### config.mk
export PLATFORM = sky130hd
export DESIGN_NAME = scanner_cmd_framer_resp_deframer_top
export DESIGN_NICKNAME = d
export VERILOG_FILES = /design/src/hdl/scf_pkg.sv /design/src/hdl/scf_framer.sv /design/src/hdl/scf_deframer.sv /design/src/hdl/scf_out_skid.sv /design/src/hdl/scanner_cmd_framer_resp_deframer_top.sv
export SDC_FILE = /design/constraint.sdc
export NUM_CORES = 1
export LEC_CHECK = 0
export BUFFER_PORTS_ARGS = -buffer_cell sky130_fd_sc_hd__buf_4
export CAP_MARGIN = 5
export CORE_MARGIN = 4
export CORE_UTILIZATION = 55
export CTS_CLUSTER_SIZE = 12
export DETAILED_ROUTE_END_ITERATION = 16
export GPL_TIMING_DRIVEN = 0
export HOLD_SLACK_MARGIN = 0.03
export PLACE_DENSITY = 0.75
export SLEW_MARGIN = 20
export SYNTH_ARGS = -nofsm -noshare
export SYNTH_HDL_FRONTEND = slang
export SYNTH_HIERARCHICAL = 1
export SYNTH_SLANG_ARGS = --single-unit
### constraint.sdc
create_clock -name clk -period 6.5 [get_ports clk]
set_clock_uncertainty 0.2 [all_clocks]
set_input_delay 0.975 -clock clk [delete_from_list [all_inputs] [get_ports clk]]
set_output_delay 0.975 -clock clk [all_outputs]
set_load 0.01 [all_outputs]
### src/hdl/scf_pkg.sv
package scf_pkg;

  // Link framing constants
  localparam logic [7:0] SYNC_BYTE = 8'h55;
  localparam logic [7:0] ACK_BYTE  = 8'h30;
  localparam logic [7:0] NACK_MAX  = 8'h12;
  localparam logic [3:0] LAST_POS  = 4'd11;

  // Error status codes
  localparam logic [4:0] ST_NONE    = 5'd0;
  localparam logic [4:0] ST_INVALID = 5'd19;
  localparam logic [4:0] ST_UNKNOWN = 5'd20;

  // Configuration port
  localparam int CFG_IDX_W  = 2;
  localparam int CFG_DATA_W = 16;
  localparam logic [CFG_IDX_W-1:0] REG_START_ONE = 2'd0;
  localparam logic [CFG_IDX_W-1:0] REG_START_TWO = 2'd1;
  localparam logic [CFG_IDX_W-1:0] REG_DEVICE_ID = 2'd2;

  // Item opcodes and result kinds
  localparam logic OP_COMMAND  = 1'b0;
  localparam logic OP_RX_BYTE  = 1'b1;
  localparam logic KIND_TX     = 1'b0;
  localparam logic KIND_REPORT = 1'b1;

  typedef struct packed {
    logic        opcode;
    logic [7:0]  command_code;
    logic [31:0] command_param;
    logic [7:0]  received_byte;
  } in_item_t;

  typedef struct packed {
    logic        result_kind;
    logic [7:0]  transmit_byte;
    logic        last_of_packet;
    logic        ack_flag;
    logic [4:0]  error_status;
    logic [31:0] response_param;
  } out_item_t;

  typedef struct packed {
    logic [7:0]  start_one;
    logic [7:0]  start_two;
    logic [15:0] device_id;
  } cfg_regs_t;

  // Control from the work stage to the framer and deframer
  typedef struct packed {
    logic step_cmd;
    logic step_rx;
  } step_ctl_t;

endpackage

### src/hdl/scf_framer.sv
module scf_framer (
  input  logic                clk,
  input  logic                rst_n,
  input  scf_pkg::step_ctl_t  ctl,
  input  scf_pkg::cfg_regs_t  cfg,
  input  scf_pkg::in_item_t   item,
  output scf_pkg::out_item_t  beat,
  output logic                last
);
  import scf_pkg::*;

  logic [3:0]  pos_r, pos_nxt;
  logic [15:0] sum_r, sum_nxt;
  logic [7:0]  byte_sel;

  // Packet byte for the current position
  always_comb begin
    case (pos_r)
      4'd0:    byte_sel = cfg.start_one;
      4'd1:    byte_sel = cfg.start_two;
      4'd2:    byte_sel = cfg.device_id[7:0];
      4'd3:    byte_sel = cfg.device_id[15:8];
      4'd4:    byte_sel = item.command_param[7:0];
      4'd5:    byte_sel = item.command_param[15:8];
      4'd6:    byte_sel = item.command_param[23:16];
      4'd7:    byte_sel = item.command_param[31:24];
      4'd8:    byte_sel = item.command_code;
      4'd10:   byte_sel = sum_r[7:0];
      4'd11:   byte_sel = sum_r[15:8];
      default: byte_sel = 8'h00;
    endcase
  end

  assign last = (pos_r == LAST_POS);

  // Checksum builds up over bytes 0 to 9; restarts on the first byte and
  // holds while its own two bytes go out
  always_comb begin
    pos_nxt = pos_r;
    sum_nxt = sum_r;
    if (ctl.step_cmd) begin
      pos_nxt = last ? 4'd0 : pos_r + 4'd1;
      if (pos_r == 4'd0)
        sum_nxt = {8'h00, byte_sel};
      else if (pos_r < 4'd10)
        sum_nxt = sum_r + {8'h00, byte_sel};
    end
  end

  always_ff @(posedge clk) begin
    if (!rst_n) begin
      pos_r <= 4'd0;
    end else begin
      pos_r <= pos_nxt;
    end
  end

  always_ff @(posedge clk) begin
    sum_r <= sum_nxt;
  end

  always_comb begin
    beat                = '0;
    beat.result_kind    = KIND_TX;
    beat.transmit_byte  = byte_sel;
    beat.last_of_packet = last;
  end

endmodule

### src/hdl/scf_deframer.sv
module scf_deframer (
  input  logic                clk,
  input  logic                rst_n,
  input  scf_pkg::step_ctl_t  ctl,
  input  logic [7:0]          rx_byte,
  output scf_pkg::out_item_t  report,
  output logic                report_valid
);
  import scf_pkg::*;

  logic [3:0] pos_r, pos_nxt;
  logic [7:0] b4_r, b5_r, b6_r, b7_r, b8_r;
  logic       take;

  function automatic logic [4:0] map_error(input logic [7:0] hi, input logic [7:0] lo);
    logic [4:0] st;
    if (hi == 8'h00)
      st = ST_INVALID;
    else if (lo <= NACK_MAX)
      st = lo[4:0];
    else
      st = ST_UNKNOWN;
    return st;
  endfunction

  // Drop bytes while hunting for sync; within a packet every byte counts
  assign take         = ctl.step_rx && !((pos_r == 4'd0) && (rx_byte != SYNC_BYTE));
  assign report_valid = take && (pos_r == LAST_POS);

  always_comb begin
    pos_nxt = pos_r;
    if (take)
      pos_nxt = (pos_r == LAST_POS) ? 4'd0 : pos_r + 4'd1;
  end

  always_ff @(posedge clk) begin
    if (!rst_n) begin
      pos_r <= 4'd0;
    end else begin
      pos_r <= pos_nxt;
    end
  end

  // Only the bytes that feed the report are kept
  always_ff @(posedge clk) begin
    if (take) begin
      case (pos_r)
        4'd4:    b4_r <= rx_byte;
        4'd5:    b5_r <= rx_byte;
        4'd6:    b6_r <= rx_byte;
        4'd7:    b7_r <= rx_byte;
        4'd8:    b8_r <= rx_byte;
        default: ;
      endcase
    end
  end

  always_comb begin
    report                = '0;
    report.result_kind    = KIND_REPORT;
    report.last_of_packet = 1'b1;
    report.ack_flag       = (b8_r == ACK_BYTE);
    report.error_status   = report.ack_flag ? ST_NONE : map_error(b5_r, b4_r);
    report.response_param = {b7_r, b6_r, b5_r, b4_r};
  end

endmodule

### src/hdl/scf_out_skid.sv
module scf_out_skid (
  input  logic                clk,
  input  logic                rst_n,
  input  logic                push,
  input  scf_pkg::out_item_t  push_item,
  output logic                full,
  output logic                out_valid,
  input  logic                out_stall,
  output scf_pkg::out_item_t  out_data
);
  import scf_pkg::*;

  logic      out_valid_r, skid_valid_r;
  out_item_t out_r, skid_r;
  logic      pop;

  assign pop       = out_valid_r && !out_stall;
  assign full      = skid_valid_r;
  assign out_valid = out_valid_r;
  assign out_data  = out_r;

  // Control: skid only fills when the output register is held
  always_ff @(posedge clk) begin
    if (!rst_n) begin
      out_valid_r  <= 1'b0;
      skid_valid_r <= 1'b0;
    end else if (skid_valid_r) begin
      if (pop)
        skid_valid_r <= 1'b0;
    end else if (push) begin
      if (out_valid_r && !pop)
        skid_valid_r <= 1'b1;
      else
        out_valid_r <= 1'b1;
    end else if (pop) begin
      out_valid_r <= 1'b0;
    end
  end

  // Payload
  always_ff @(posedge clk) begin
    if (skid_valid_r) begin
      if (pop)
        out_r <= skid_r;
    end else if (push) begin
      if (out_valid_r && !pop)
        skid_r <= push_item;
      else
        out_r <= push_item;
    end
  end

endmodule

### src/hdl/scanner_cmd_framer_resp_deframer_top.sv
// Command framer and response deframer for a fixed 12-byte packet link.
//
// Input channel (in_valid / in_stall / in_data): one beat is either a command
// (opcode 0) or one byte received from the link (opcode 1). Output channel
// (out_valid / out_stall / out_data): transmit bytes and response reports.
// Configuration (cfg_wr_en / cfg_index / cfg_wdata): start bytes and device id;
// write them only while the block is idle. The block itself does not enforce this.
//
// A command expands into twelve transmit beats, one per cycle while the skid
// register is not full: start bytes, device id, parameter, command word and a
// running 16-bit byte sum. It holds the work register until its last beat is pushed.
// A received byte is released from the work register once it is stepped; received
// bytes are taken every cycle while the skid register is not full. The twelfth byte
// of a response frame (started by 0x55) gives one report beat.
// An input beat is registered in the work register, its results in the output register.
// Results go through an output register plus a skid register, so in_stall
// comes from registers only; it is high while a held command has beats left,
// and while held work meets a full skid (receiver stalled, two results waiting).
// Reset (synchronous, rst_n low) empties the pipeline, restores the default
// registers and puts the deframer back into sync hunting.
module scanner_cmd_framer_resp_deframer_top (
  input  logic                             clk,
  input  logic                             rst_n,
  input  logic                             in_valid,
  output logic                             in_stall,
  input  scf_pkg::in_item_t                in_data,
  output logic                             out_valid,
  input  logic                             out_stall,
  output scf_pkg::out_item_t               out_data,
  input  logic                             cfg_wr_en,
  input  logic [scf_pkg::CFG_IDX_W-1:0]    cfg_index,
  input  logic [scf_pkg::CFG_DATA_W-1:0]   cfg_wdata
);
  import scf_pkg::*;

  cfg_regs_t cfg_r;
  logic      work_valid_r;
  in_item_t  work_r;
  step_ctl_t ctl;
  logic      emit_ok, work_done, accept;
  logic      skid_full, frm_last, rpt_valid, push;
  out_item_t frm_beat, rpt_beat, push_item;

  // Configuration registers
  always_ff @(posedge clk) begin
    if (!rst_n) begin
      cfg_r.start_one <= 8'h55;
      cfg_r.start_two <= 8'hAA;
      cfg_r.device_id <= 16'h0001;
    end else if (cfg_wr_en) begin
      unique case (cfg_index)
        REG_START_ONE: cfg_r.start_one <= cfg_wdata[7:0];
        REG_START_TWO: cfg_r.start_two <= cfg_wdata[7:0];
        REG_DEVICE_ID: cfg_r.device_id <= cfg_wdata;
        default:       ;
      endcase
    end
  end

  // Work stage: one item, released when a received byte is stepped or a command's last beat is pushed
  assign emit_ok     = !skid_full;
  assign ctl.step_cmd = work_valid_r && emit_ok && (work_r.opcode == OP_COMMAND);
  assign ctl.step_rx  = work_valid_r && emit_ok && (work_r.opcode == OP_RX_BYTE);
  assign work_done   = ctl.step_rx || (ctl.step_cmd && frm_last);
  assign in_stall    = work_valid_r && !work_done;
  assign accept      = in_valid && !in_stall;

  always_ff @(posedge clk) begin
    if (!rst_n) begin
      work_valid_r <= 1'b0;
    end else if (accept) begin
      work_valid_r <= 1'b1;
    end else if (work_done) begin
      work_valid_r <= 1'b0;
    end
  end

  always_ff @(posedge clk) begin
    if (accept)
      work_r <= in_data;
  end

  scf_framer u_framer (
    .clk   (clk),
    .rst_n (rst_n),
    .ctl   (ctl),
    .cfg   (cfg_r),
    .item  (work_r),
    .beat  (frm_beat),
    .last  (frm_last)
  );

  scf_deframer u_deframer (
    .clk          (clk),
    .rst_n        (rst_n),
    .ctl          (ctl),
    .rx_byte      (work_r.received_byte),
    .report       (rpt_beat),
    .report_valid (rpt_valid)
  );

  // Result select into the output stage
  assign push      = ctl.step_cmd || rpt_valid;
  assign push_item = ctl.step_cmd ? frm_beat : rpt_beat;

  scf_out_skid u_out (
    .clk       (clk),
    .rst_n     (rst_n),
    .push      (push),
    .push_item (push_item),
    .full      (skid_full),
    .out_valid (out_valid),
    .out_stall (out_stall),
    .out_data  (out_data)
  );

endmodule

# ---- Yosys cells after proc, flatten, opt, wreduce, memory -nomap -nowiden
# Index checks and enable logic that the tools add are counted.
dict set report totals {
  reg_bits 244
  inputBits 72
  word_cells 122
}
dict set report op_classes {
  n_bitwise 2
  mux 22
  reduce_logical 39
  n_eq_ne 23
  order_cmp 2
  add_sub_neg 3
}
# op n
set ops {}
lappend ops {{two-way mux 48 bit} 5}
lappend ops {{case mux 8 bit (11 select lines)} 1}
lappend ops {{== test 4 x 3 -> 1 bit, second input constant} 8}
lappend ops {{== test 4 bit, second input constant} 5}
lappend ops {{AND reduction 2 bit} 9}
lappend ops {{adder 16 x 8 -> 16 bit} 1}
lappend ops {{two-way mux 16 bit} 1}
lappend ops {{two-way mux 5 bit} 3}
lappend ops {{logical AND 1 bit} 11}
lappend ops {{two-way mux 1 bit} 9}
lappend ops {{AND reduction 3 bit} 3}
lappend ops {{adder 4 x 1 -> 4 bit, second input constant} 2}
lappend ops {{== test 4 x 2 -> 1 bit, second input constant} 2}
lappend ops {{== test 8 x 6 -> 1 bit, second input constant} 1}
lappend ops {{<= comparator 8 x 5 -> 1 bit, second input constant} 1}
lappend ops {{logical NOT 4 bit} 2}
lappend ops {{logical NOT 8 bit} 1}
lappend ops {{two-way mux 4 bit} 2}
lappend ops {{two-way mux 8 bit} 1}
lappend ops {{inequality test 8 x 7 -> 1 bit, second input constant} 1}
lappend ops {{nonzero test 2 bit} 4}
lappend ops {{logical NOT 1 bit} 6}
lappend ops {{== test 4 x 1 -> 1 bit, second input constant} 1}
lappend ops {{< comparator 4 bit, second input constant} 1}
lappend ops {{7 further kinds} 10}

# ---- Longest topological paths before layout
dict set report depth {
  word_depth 10
  ltp_mapped 16
  mapped_depth_nobuf 14
}

# ---- Modules after synthesis
# Netlist, hierarchy kept.
# mod n_inst area_each_um2 seq_area_each_um2 cells_each
set modules_own_cells {}
lappend modules_own_cells {scf_out_skid 1 3806.2 2922.8 163}
lappend modules_own_cells {scanner_cmd_framer_resp_deframer_top 1 3452.1 2132.0 248}
lappend modules_own_cells {scf_framer 1 2381.0 560.5 277}
lappend modules_own_cells {scf_deframer 1 1760.4 1281.2 109}

# ---- Least setup slack after synthesis
# No wires, ideal clock.
dict set report synth_timing {
  path_type {register to register}
  start {register u_framer.pos_r[1]}
  end {register work_r[0] in the netlist's numbering (enable)}
  path_stages_with_launch 8
  path_buffers 2
  synth_period_minus_slack_ps 5609
  path_slack_ps 891
  arrival_time_ps 4878
  path_cell_list {dfxtp_1 > ha_1 > buf_2 > clkbuf_1 > nand2_1 > nor2_1 > o21bai_1 > a21boi_0}
}
dict set report synth_via {
  elab_chain_len 7
}
# element line_no
set synth_lines {}
lappend synth_lines {{from (decl)} scf_framer.sv:12} ;# logic [3:0] pos_r, pos_nxt;
lappend synth_lines {{from (signal assigned)} scf_framer.sv:54} ;# pos_r <= pos_nxt;
lappend synth_lines {{== test 4 bit} scf_framer.sv:34} ;# assign last = (pos_r == LAST_POS);
lappend synth_lines {{named net frm_last} scanner_cmd_framer_resp_deframer_top.sv:41} ;# logic skid_full, frm_last, rpt_valid, push;
lappend synth_lines {{logical AND 1 bit} scanner_cmd_framer_resp_deframer_top.sv:64} ;# assign work_done = ctl.step_rx || (ctl.step_cmd && frm_last);
lappend synth_lines {{logical OR 1 bit} scanner_cmd_framer_resp_deframer_top.sv:64}
lappend synth_lines {{logical NOT 1 bit} scanner_cmd_framer_resp_deframer_top.sv:65} ;# assign in_stall = work_valid_r && !work_done;
lappend synth_lines {{logical AND 1 bit} scanner_cmd_framer_resp_deframer_top.sv:65}
lappend synth_lines {{logical NOT 1 bit} scanner_cmd_framer_resp_deframer_top.sv:66} ;# assign accept = in_valid && !in_stall;
lappend synth_lines {{logical AND 1 bit} scanner_cmd_framer_resp_deframer_top.sv:66}
lappend synth_lines {{named net accept} scanner_cmd_framer_resp_deframer_top.sv:40} ;# logic emit_ok, work_done, accept;
lappend synth_lines {{to (signal assigned)} scanner_cmd_framer_resp_deframer_top.sv:80} ;# work_r <= in_data;
lappend synth_lines {{to (decl)} scanner_cmd_framer_resp_deframer_top.sv:38} ;# in_item_t work_r;
# The timed path passes the listed nets, and every way through them passes these cells.
# A chain may end at the register's enable or synchronous reset.

==> impl_metrics.csv <==
group,metric,value,unit
logic_synthesis,synth.most_common_cell,"edfxtp_1",
clock_network,clockRootBuffer,"clkbuf_16",
critical_path,r2r.worst_path.cells,16,
sta,worst_slew_margin,46.7,%
critical_path,cp_slowest_stage_delay,0.44,ns
clock_network,cts.repair.resized,0,
clock_network,cts-buffers-inserted,26,
sta,final_hold_viol_count,0,
route,drt-wirelength-per-cell,17.8,um
critical_path,ff2ff_setup_slack,2.26,ns
clock_network,clock_tree_from_tritoncts,"yes",
critical_path,cell_chain_critical_path,"inv_1 > ha_1 > buf_2 > buf_2 > a22oi_1 > a31oi_1 > a31oi_1 > o22ai_1 > ha_1 > inv_1 > fa_1 > nor2b_4 > o31a_4 > o21ai_2 > or3_1 > a21oi_1",
logic_synthesis,synth_top_family_by_area,"multiplexers",
logic_synthesis,seq_area_frac_synth,60.5,%
route,detail_route.wirelength,22900,um
logic_synthesis,async_flop_share,0,%
global_route,antenna_found_initial,0,
min_path,min_delay_worst_endpoint,"cfg_r[6]",
critical_path,timing.rr.end,"u_framer/sum_r[12]",
route,drt_first_pass_iters,5,
logic_synthesis,synth.area.mux_share,14.3,%
critical_path,timing.critical_path.to_type,"flop",
final_layout,n_antenna_cell,0,
clock_network,clock_tree.buffer_depth,3,
run,drv.max_cap_violation_count,0,
logic_synthesis,ys.flop_type,"edfxtp_1",
critical_path,slowest_stage,"fa_1",
sta,setup_repair_after_global_routing_missed_its_margin,"false",
sta,final.setup.tns,0,ns
final_layout,n_fill_cell,1448,
final_layout,drive_gt1_share,35.8,%
global_route,grt_pass1_vias,6894,
placement,routabilityCongestion,0.896,
critical_path,reg2reg_from,"u_framer/pos_r[0]",
power_and_ir_drop,power_density,254,mW/mm2
critical_path,critPathKind,"reg -> reg",
clock_network,worstSkewPairLatency,0.53,ns
clock_network,h-tree-depth,1,
logic_synthesis,syn_area,0.0114,mm2
global_route,grt_use_total,19.3,%
logic_synthesis,synth_top_cells_by_area,"edfxtp_1 53%, dfxtp_1 7.6%, mux2_4 6.3%",
logic_synthesis,postSynthRegisterBits,244,
floorplan,pin_count,122,
status,status,"finished clean",
logic_synthesis,postSynthCellCount,797,
sta,worst_slew_pin_slew,0.799,ns
logic_synthesis,synth_largest_area_cell,"edfxtp_1",
final_layout,synthToLayoutAreaGrowth,21.0,%
logic_synthesis,synthesized_area_fraction_occupied_by_ao_oa_aoi_and_oai_cells,8.25,%
route,drt_drc_violations_left,0,
final_layout,fin_area,0.0138,mm2
placement,buffer_ports.inserted,121,
route,num_vias,7014,
sta,period_share,65.2,%
logic_synthesis,post_synth.cell_area_avg,14.3,um2
sta,final_period_minus_worst_setup_slack,4.24,ns
route,route.detailed.vias_per_inst,5.45,
sta,fin_worst_hold_slack,0.260,ns
global_route,grt.overflow.total,0,
floorplan,placementRows,52,
floorplan,floorplan.die_area,0.0231,mm2
sta,fmax,0.236,GHz
logic_synthesis,yosys_warnings,6,
floorplan,coreArea,0.0203,mm2
clock_network,path_clk_slew,0.06,ns
critical_path,critPathRequiredTime,6.67,ns
sta,setup_viol,0,
final_layout,area.sequential,0.00690,mm2
sta,setup_ws_final,2.26,ns
logic_synthesis,number_of_flops_mapped_to_enable_cells_by_yosys,201,
logic_synthesis,post_synth_fa_ha_maj_area_fraction,1.93,%
logic_synthesis,yosys.area_share.xor_xnor,0.384,%
logic_synthesis,share_of_synthesized_cell_area_in_and_or_nand_and_nor_gates,7.79,%
clock_network,numClockSinks,244,
min_path,holdCritStartpoint,"cfg_r[6]",
floorplan,die_y,152,um
logic_synthesis,synth_common_cells,"201 x edfxtp_1, 69 x nand2_1, 51 x buf_4",
min_path,hp-class,"reg -> reg",
logic_synthesis,yosysTopAreaCellShare,52.9,%
placement,dp_slack,2.40,ns
critical_path,cp-start-kind,"flop",
final_layout,multi_input_comb_area,0.00394,mm2
logic_synthesis,synth_cell_type_count,76,
route,drtIter0Drc,497,
floorplan,die_width,152,um
sta,finalMaxSlewViolations,0,
power_and_ir_drop,max-vdd-ir-drop,0.166,mV
placement,placed_area,0.0130,mm2
critical_path,worstPathMaxFanout,10,
floorplan,initial_cell_density_of_the_core,56.2,%
min_path,hold_depth,2,
route,drt.antenna.violating_nets,0,
final_layout,final_net_count,1087,
critical_path,cp.arrival,4.41,ns
clock_network,cts.repair_timing.setup_buffer_count,0,
clock_network,cts_hold_buffers,0,
placement,post-dp-hpwl,16700,um
global_route,grt_start_max_net_pins,28,
global_route,grt_pass1_wl,36500,um
power_and_ir_drop,power.leakage,0.00536,uW
==> kinds of logic (layout without fill, tap and decap cells) <==
family	count (synthesis)	after routing
flops	244	244
simple gates	161	161
mux	132	132
compound gates	125	125
buf+inv	110	283
fa+ha+maj	17	17
xor+xnor	5	5
other cells	3	49
==> cell type report <==
cell class	count	share of cell area [%]
Inverter	19	0.517
Tap cell	270	2.45
Clock inverter	8	0.553
Multi-Input combinational cell	489	28.6
Timing Repair Buffer	127	7.69
Clock buffer	38	5.19
Sequential cell	244	50.0
Buffer	91	5.06
==> critical path: cells and delay by family, from the launching register on <==
kind / cells / cell delay, ns
AO/OA/AOI/OAI: 7 / 1.35
adder cells (fa/ha/maj): 3 / 0.90
buffers and inverters: 4 / 0.79
flip-flops: 1 / 0.36
AND/OR/NAND/NOR: 2 / 0.47
==> metal layers <==
layer  part of all wire, %  track usage (%)  routed length [um]
met1                    42             25.2                9550
met2                    48             32.6               11100
met3                   6.7             3.30                1540
met4                   3.4             7.32                 779
met5                     0                0                   0
==> registers in the layout, indices dropped and copies added (netlist names) <==
signal	cells
work_r	49
u_out/out_data	48
u_out/skid_r	48
cfg_r	32
u_framer/sum_r	16
u_deframer/b4_r	8
u_deframer/b5_r	8
u_deframer/b6_r	8
u_deframer/b7_r	8
u_deframer/b8_r	8
u_deframer/pos_r	4
u_framer/pos_r	4
u_out/full	1
u_out/out_valid	1
work_valid_r	1
==> through the flow <==
| step | std cells | util [%] | total power [uW] |
|---|---|---|---|
| after floorplan | 843 | - | 2040 |
| after global placement | 1234 | 63.1 | 2150 |
| after detailed placement | 1240 | 64.1 | 2170 |
| after CTS | 1286 | 68.0 | 3530 |
| after global routing | 1286 | 68.0 | 3640 |
| final | 1286 | 68.0 | 3510 |
==> report_power, final <==
group | leakage, uW | switching, uW | total, uW | internal (uW)
sequential | 0.00220 | 29.3 | 1780 | 1750
clock | 0.000383 | 572 | 1370 | 801
combinational | 0.00277 | 172 | 354 | 183
total | 0.00536 | 773 | 3510 | 2740
==> worst max path at each step <==
stage / start / to / slack [ns]
after floorplan: u_framer/pos_r[1] / work_r[0] / 0.89
after global placement: u_framer/pos_r[1] / work_r[22] / -0.96
after detailed placement: u_framer/pos_r[0] / u_framer/sum_r[14] / 2.40
after CTS: u_framer/pos_r[0] / u_framer/sum_r[12] / 2.36
after global routing: u_framer/pos_r[0] / u_framer/sum_r[12] / 2.16
final: u_framer/pos_r[0] / u_framer/sum_r[12] / 2.26
==> placed cells by master, fill, tap and decap left out, types with 20 or more instances in the layout <==
cell type	synthesis	final
dfxtp_1	43	43
mux2_2	50	50
nand2_1	69	69
mux2_4	48	48
buf_4	51	172
edfxtp_1	201	201
conb_1	3	49
mux2i_1	30	30
clkbuf_16	0	26
clkbuf_1	10	20
Power figures use the tool's default switching activity.
